$ cat src/rtl/core/parl_pkg.sv
package parl_pkg;

    localparam int CFG_IDX_W = 2;

    typedef enum logic [1:0] {
        KIND_CONNECT = 2'd0,
        KIND_CHECK   = 2'd1,
        KIND_FAIL    = 2'd2,
        KIND_SUCCESS = 2'd3
    } kind_t;

    typedef enum logic [CFG_IDX_W-1:0] {
        CFG_WINDOW_LENGTH = 2'd0,
        CFG_CONN_LIMIT    = 2'd1,
        CFG_FAIL_LIMIT    = 2'd2,
        CFG_BAN_LENGTH    = 2'd3
    } cfg_idx_t;

    typedef enum logic [1:0] {
        ST_IDLE,
        ST_SCAN,
        ST_FETCH,
        ST_EXEC
    } state_t;

    typedef struct packed {
        logic        family;
        logic [63:0] addr_high;
        logic [63:0] addr_low;
        logic [63:0] window_start;
        logic [15:0] attempt_count;
        logic [7:0]  fail_cnt;
        logic [63:0] ban_deadline;
        logic [63:0] last_attempt;
    } entry_t;

    localparam int ENTRY_W = $bits(entry_t);

    typedef struct packed {
        logic start;
        logic scan;
        logic fetch;
        logic exec;
    } ctrl_cmd_t;

    typedef struct packed {
        logic scan_end;
    } ctrl_sts_t;

endpackage

$ cat src/rtl/core/parl_ctrl.sv
module parl_ctrl (
    input  logic                  clk,
    input  logic                  rst_n,
    input  logic                  start,
    input  parl_pkg::ctrl_sts_t   sts,
    output parl_pkg::ctrl_cmd_t   cmd,
    output logic                  busy
);
    import parl_pkg::*;

    state_t state_reg, state_next;

    always_ff @(posedge clk or negedge rst_n)
    begin
        if (!rst_n)
        begin
            state_reg <= ST_IDLE;
        end
        else
        begin
            state_reg <= state_next;
        end
    end

    always_comb
    begin
        state_next = state_reg;
        cmd        = '0;
        unique case (state_reg)
            ST_IDLE:
            begin
                if (start)
                begin
                    cmd.start  = 1'b1;
                    state_next = ST_SCAN;
                end
            end
            ST_SCAN:
            begin
                cmd.scan = 1'b1;
                if (sts.scan_end)
                begin
                    state_next = ST_FETCH;
                end
            end
            ST_FETCH:
            begin
                cmd.fetch  = 1'b1;
                state_next = ST_EXEC;
            end
            ST_EXEC:
            begin
                cmd.exec   = 1'b1;
                state_next = ST_IDLE;
            end
            default:
            begin
                state_next = ST_IDLE;
            end
        endcase
    end

    assign busy = (state_reg != ST_IDLE);
endmodule

$ cat config.mk
export PLATFORM = sky130hd
export DESIGN_NAME = parl_ctrl
export DESIGN_NICKNAME = d
export VERILOG_FILES = /design/src/rtl/core/parl_pkg.sv /design/src/rtl/core/parl_ctrl.sv
export SDC_FILE = /design/constraint.sdc
export NUM_CORES = 1
export LEC_CHECK = 0
export BUFFER_PORTS_ARGS = -buffer_cell sky130_fd_sc_hd__buf_4
export CORE_AREA = 2 2 39 41
export CTS_CLUSTER_SIZE = 40
export DETAILED_ROUTE_END_ITERATION = 8
export DIE_AREA = 0 0 41 43
export GPL_ROUTABILITY_DRIVEN = 0
export PLACE_DENSITY_LB_ADDON = 0.25
export SYNTH_ARGS = -nofsm -noshare
export SYNTH_HDL_FRONTEND = slang
export SYNTH_SLANG_ARGS = --single-unit
$ cat constraint.sdc
create_clock -name clk -period 2.7 [get_ports clk]
set_input_delay 0.54 -clock clk [delete_from_list [all_inputs] [get_ports clk]]
set_output_delay 0.54 -clock clk [all_outputs]
set_load 0.05 [all_outputs]
==> results of run 1 <==
-- final cells by class --
cell class / count / area, um^2 / share of cell area (%)
tap: 16 / 20.0 / 7.31
multi-input combinational: 10 / 106 / 38.8
timing repair buffer: 8 / 60.1 / 21.9
inverter: 4 / 15.0 / 5.48
clock buffer: 3 / 22.5 / 8.22
sequential: 2 / 50.0 / 18.3
-- stage by stage --
stage	instances	instance area (um^2)
after floorplan	16	171
after global placement	40	251
after detailed placement	40	251
after CTS	43	274
after global routing	43	274
final	43	274
-- synthesized netlist by cell type --
library cell	instances	area [um^2]
inv_1	3	11.3
dfrtp_1	2	50.1
mux2i_1	1	10.0
o22ai_2	1	12.5
nor2_1	1	3.75
ha_1	5	62.6
mux2_1	1	11.3
and2_1	1	6.26
inv_2	1	3.75
-- cells in the final DEF, fill, tap and decap left out --
cell and n:
inv_1 3, and2_1 1, mux2i_1 1, o22ai_2 1, inv_2 1, buf_4 8, dfrtp_1 2, clkbuf_4 3
mux2_1 1, nor2_1 1, ha_1 5
-- worst register-to-register path, delay by kind of cell, from the launching register on --
kind	cells	cell delay, ns
compound gates	1	0.20
fa+ha+maj	1	0.19
buf+inv	2	0.18
flops	1	0.39
mux	1	0.34
-- logic make-up after synthesis --
kind of cell,share of synthesized area (%)
flip-flops,29.2
AND/OR/NAND/NOR,5.84
buffers and inverters,8.76
AO/OA/AOI/OAI,7.30
multiplexers,12.4
adder cells (fa/ha/maj),36.5
-- layer usage --
metal	share of wire [%]	wire [um]
met4	0	0
met1	51	168
met5	0	0
met3	15	51
met2	33	110
-- worst min path at each step --
stage	from	to	slack (ns)	cells after the start
floorplan	rst_n	state_reg[0]	0.24	0
global placement	rst_n	state_reg[1]	0.32	1
detailed placement	rst_n	state_reg[1]	0.32	1
CTS	rst_n	state_reg[0]	0.08	1
global route	rst_n	state_reg[1]	0.08	1
finish	rst_n	state_reg[0]	0.09	1
==> metrics.txt, run 1 <==
Die ar. roughly 0.0018 mm^2; status complete, no violations; clock skew 0.00119 ns; clk slew on worst S/H paths 0.03 ns; Final Util just under 20%; diode count 0; Hold Path Class input port to async pin; fmax 0.561 GHz; sequential share of the synthesized area between 20 and 30%; GRT met3 Usage 3.14%; max-slew violations 0; synth warn 0; wire length of the first global-routing pass 510 um; clk buf depth 2; Synth Area per Inst between 10 and 15 um^2; TritonCTS clock tree yes; vias per cell about 3.2; CP startpoint state_reg[0]; Boundary Pins 9; H-tree depth 1; GRT Util Overall under 10%; largest net degree at the start of global routing 5; global route total overflow 0; routed via count 138; max FFs per register 2; post-CTS setup buffer count 0; global routing usage on met2 5.63%; Buf/Inv on CP 2; final setup TNS 0 ns; hold buffers post-CTS 0; fin crit period 1.78 ns; Fin Hold WS 0.0925 ns; slowest cell delay on critical path 0.39 ns; starting density of the core 12.4%; Setup WS post-layout 0.918 ns; post-synthesis net count 25; layout overhead on the synthesized area 59.9%; root buf cell clkbuf_4; drt total wl around 330 um; Post-Synthesis Cells 16; fillers approximately 150; DR WL/cell 7.67 um; worst-case reg-to-reg path depth 5; Reg-to-Reg End state_reg[1]; number of clock sinks 2; drt drc 0; Worst R2R Start state_reg[0]; M1 GR Usage 5.14%; drt pass-1 iters 1; Worst EP required about 2.2 ns; cts repair resizes 0; Yosys reg bits 2; Clk Latency, worst-skew pair 0.22 ns; initial antenna violation count 0; Setup violations, final 0; critical path's top delay family flip-flops; max_slew headroom 87.5%; number of DRC markers in iteration 0 0; CP Depth 4; CP Max Fanout 4; Yosys cell types 9; Nets 38; Die Y between 40 and 50 um; Detail Route Antenna Nets 0; Die W between 40 and 50 um; Hold Fails Final Rpt 0; max cap viols 0; share of layout cells above drive strength 1 48.1%; CP endpoint cmd[3]; Critical Path AT ~1.2 ns; pre-CTS setup slack about 1.1 ns; critical path's slowest cell dfrtp_1; CP cell instances inv_1, ha_1, and2_1, buf_4; Reg2Reg Setup Slack ~1.3 ns; Worst Tran Pin Value 0.188 ns; Worst Setup Path Type flip-flop to primary output; # port buffers 8; Mapped Area 171 um^2; Core Rows 14; crit start category flip-flop; RSZ-0062 raised after global routing no; final period utilization roughly 66%; CTS buffer count 3; critical path capture point type primary output; vias in the first global route about 140; Placeable Area 0.00138 mm^2; busiest grt layer met4
Power of run 1 is not shown: default switching activity piles up to over one toggle a cycle in this logic, so the estimate is an artifact.
==> run 2: changes to the inputs <==
==> constraint.sdc (replaced) <==
create_clock -name clk -period 1.75 [get_ports clk]
set_input_delay 0.35 -clock clk [delete_from_list [all_inputs] [get_ports clk]]
set_output_delay 0.35 -clock clk [all_outputs]
set_load 0.05 [all_outputs]
==> metrics.txt, run 2 (synthesized netlist as in run 1, its figures left out) <==
status complete, no violations; starting density of the core 12.4% (unchanged); Detail Route Antenna Nets 0 (unchanged); Die ar. 0.00176 mm^2 (unchanged); slowest cell delay on critical path 0.39 ns (about the same); H-tree depth 1 (unchanged); Buf/Inv on CP 2 (unchanged); clock skew 0.00198 ns (+0.000787 ns); vias per cell 3.27 (+2.0%); DR WL/cell 8.00 um (+4.2%); Hold Fails Final Rpt 0 (unchanged); initial antenna violation count 0 (unchanged); Placeable Area 0.00138 mm^2 (unchanged); critical path capture point type primary output; Boundary Pins 9 (unchanged); final period utilization 90.9%; drt pass-1 iters 2 (+1); hold buffers post-CTS 1 (+1); Nets 39 (+2.6%); fin crit period 1.59 ns; most frequent cells in the layout buf_4 (8), ha_1 (5), inv_1 (3), clkbuf_4 (3), dfrtp_1 (2); CP Max Fanout 4 (unchanged); CTS buffer count 3 (unchanged); share of layout cells above drive strength 1 46.4% (-1.7 points); number of clock sinks 2 (unchanged); Worst EP required 1.40 ns (-0.76 ns); Setup violations, final 0 (unchanged); commonest non-fill, non-tap cell in the layout buf_4; Reg2Reg Setup Slack 0.32 ns (-0.95 ns); layout overhead on the synthesized area 65.7%; critical path's slowest cell dfrtp_1; max FFs per register 2 (unchanged); vias in the first global route 152 (+5.6%); max_slew headroom 86.9% (-0.58 points); RSZ-0062 raised after global routing no; diode count 0 (unchanged); # port buffers 8 (unchanged); largest net degree at the start of global routing 5 (unchanged); clk slew on worst S/H paths 0.03 ns (about the same); TritonCTS clock tree yes; critical path's top delay family flip-flops; clk buf depth 2 (unchanged); global route total overflow 0 (unchanged); max-slew violations 0 (unchanged); GRT Util Overall 5.52% (+0.60 points); crit start category flip-flop; Worst Setup Path Type flip-flop to primary output; Die Y 43 um (unchanged); Hold Path Class input port to async pin; CP cell instances inv_1, ha_1, and2_1, buf_4; Die W 41 um (unchanged); Critical Path AT 1.24 ns (about the same); Core Rows 14 (unchanged); cts repair resizes 0 (unchanged); number of DRC markers in iteration 0 1 (+1); drt total wl 352 um (+6.7%); root buf cell clkbuf_4; Worst Tran Pin Value 0.196 ns (+0.00864 ns); post-CTS setup buffer count 0 (unchanged); final setup TNS 0 ns (unchanged); wire length of the first global-routing pass 579 um (+14%); drt drc 0 (unchanged); Clk Latency, worst-skew pair 0.22 ns (about the same); routed via count 144 (+4.3%); max cap viols 0 (unchanged); fmax 0.629 GHz
[run 2: cell count changes in the layout (fill, tap and decap cells not counted), sizes merged]
cell | before | now
dlygate4sd3 | 0 | 1
[run 2: stage by stage]
step | hold slack (ns) | instance area [um^2] | utilization, % | cells | worst slack (ns)
4_1_cts | 0.430 | 284 | 20.5 | 44 | 0.144
3_3_place_gp | 0.133 | 251 | 18.2 | 40 | 0.352
6_report | 0.453 | 284 | 20.5 | 44 | 0.159
5_1_grt | 0.456 | 284 | 20.5 | 44 | 0.0684
3_5_place_dp | 0.134 | 251 | 18.2 | 40 | 0.319
2_1_floorplan | 0.0544 | 171 | - | 16 | 0.110
[run 2: worst paths after layout]
kind / start / to / cells past startpoint
max: state_reg[0] / cmd[3] / 4
min: rst_n / state_reg[0] / 2
max reg2reg: state_reg[0] / state_reg[1] / 5
min reg2reg: state_reg[1] / state_reg[1] / 1
max in group asynchronous: rst_n / state_reg[1] / 2
min in group clk: sts / state_reg[0] / 3
[run 2: cell type report]
class                           count  area, um^2
Timing Repair Buffer                9        70.1
Clock buffer                        3        22.5
Fill cell                         159        1100
Multi-Input combinational cell     10         106
Sequential cell                     2        50.0
Inverter                            4        15.0
Tap cell                           16        20.0
[run 2: metal layers]
layer	vias to the layer above	GRT usage (%)	wire length (um)
met5	-	0	0
met4	0	6.00	0
met3	0	3.66	51
met2	9	7.19	137
met1	60	5.14	163
li1	75	-	-
Power of run 2 is left out for the same reason.
==> run 3: changes to the inputs <==
--- a/config.mk
+++ b/config.mk
@@ -12,6 +12,7 @@
 export DIE_AREA = 0 0 41 43
 export GPL_ROUTABILITY_DRIVEN = 0
 export PLACE_DENSITY_LB_ADDON = 0.25
+export RECOVER_POWER = 50
 export SYNTH_ARGS = -nofsm -noshare
 export SYNTH_HDL_FRONTEND = slang
 export SYNTH_SLANG_ARGS = --single-unit
==> metrics.txt, run 3 (synthesized netlist as in run 1, its figures left out) <==
Worst Setup Path Type flip-flop to primary output; global route total overflow 0 (unchanged); CP cell instances inv_1, ha_1, and2_1, buf_4; critical path capture point type primary output; number of clock sinks 2 (unchanged); GRT Util Overall 5.52% (unchanged); H-tree depth 1 (unchanged); Core Rows 14 (unchanged); crit start category flip-flop; routed via count 145 (+0.69%); diode count 0 (unchanged); clock skew 0.00193 ns (-0.0000459 ns); final setup TNS 0 ns (unchanged); critical path's top delay family flip-flops; starting density of the core 12.4% (unchanged); Detail Route Antenna Nets 0 (unchanged); clk slew on worst S/H paths 0.03 ns (about the same); slowest cell delay on critical path 0.39 ns (about the same); Hold Fails Final Rpt 0 (unchanged); Placeable Area 0.00138 mm^2 (unchanged); Hold Path Class input port to async pin; Setup violations, final 0 (unchanged); Worst Tran Pin Value 0.289 ns (+0.0932 ns); largest net degree at the start of global routing 5 (unchanged); share of layout cells above drive strength 1 39.3% (-7.1 points); max_slew headroom 80.7% (-6.2 points); max FFs per register 2 (unchanged); wire length of the first global-routing pass 579 um (unchanged); Die ar. 0.00176 mm^2 (unchanged); Die W 41 um (unchanged); drt pass-1 iters 1 (-1); vias in the first global route 152 (unchanged); CP startpoint state_reg[0]; drt total wl 350 um (-0.57%); commonest non-fill, non-tap cell in the layout buf_4; Die Y 43 um (unchanged); Worst R2R Start state_reg[0]; Critical Path AT 1.24 ns (about the same); status complete, no violations; root buf cell clkbuf_4; DR WL/cell 7.95 um (-0.57%); critical path's slowest cell dfrtp_1; cts repair resizes 0 (unchanged); Worst EP required 1.40 ns (about the same); max cap viols 0 (unchanged); # port buffers 8 (unchanged); final period utilization 90.8% (-0.11 points); Nets 39 (unchanged); number of DRC markers in iteration 0 0 (-1); Clk Latency, worst-skew pair 0.22 ns (about the same); drt drc 0 (unchanged); Buf/Inv on CP 2 (unchanged); clk buf depth 2 (unchanged); CTS buffer count 3 (unchanged); layout overhead on the synthesized area 58.4%; fin crit period 1.59 ns (-0.00195 ns); TritonCTS clock tree yes; Final Util 19.6% (-0.90 points); most frequent cells in the layout buf_4 (6), ha_1 (5), inv_1 (3), clkbuf_4 (3), dfrtp_1 (2); vias per cell 3.30 (+0.69%); max-slew violations 0 (unchanged); CP Max Fanout 4 (unchanged); Boundary Pins 9 (unchanged); fmax 0.629 GHz (+0.12%); RSZ-0062 raised after global routing no; initial antenna violation count 0 (unchanged); post-CTS setup buffer count 0 (unchanged)
==> run 3: layer usage <==
metal,GRT usage [%],vias up,routed length (um)
met1,5.14,60,166
met4,6.00,0,0
li1,-,76,-
met5,0,-,0
met2,7.19,9,132
met3,3.66,0,51
==> run 3: area by class of cell <==
cell class	instances	area, um^2
Fill cell	164	1110
Clock buffer	3	22.5
Timing Repair Buffer	9	63.8
Multi-Input combinational cell	10	100
Sequential cell	2	50.0
Inverter	4	15.0
Tap cell	16	20.0
==> run 3: worst paths after layout <==
kind | end | slack (ns) | cells after the start
min reg2reg | state_reg[1] | 0.55 | 1
max reg2reg | state_reg[1] | 0.26 | 5
min in group clk | state_reg[0] | 0.51 | 3
max in group asynchronous | state_reg[1] | 1.18 | 2
max | cmd[3] | 0.16 | 4
min | state_reg[0] | 0.44 | 2
==> run 3: per-stage QoR <==
stage | instance area, um^2 | hold WS (ns) | instances | setup slack [ns]
floorplan | 171 | 0.0544 | 16 | 0.110
global placement | 251 | 0.133 | 40 | 0.352
CTS | 284 | 0.430 | 44 | 0.144
detailed placement | 251 | 0.134 | 40 | 0.319
global route | 272 | 0.461 | 44 | 0.0684
finish | 272 | 0.443 | 44 | 0.161
==> run 3: what timing repair did <==
| action | 4_1_cts | 5_1_grt |
|---|---|---|
| setup endpoints to repair | 0 | 0 |
| hold buffers | 1 | 0 |
| hold endpoints to repair | 2 | 0 |
==> run 3: worst reg2reg max path, delay by kind of cell, from the launching register on <==
kind,cells,cell delay (ns)
AO/OA/AOI/OAI,1,0.27
adder cells (fa/ha/maj),1,0.19
buffers and inverters,2,0.17
flip-flops,1,0.39
multiplexers,1,0.35
Power of run 3 is left out for the same reason.
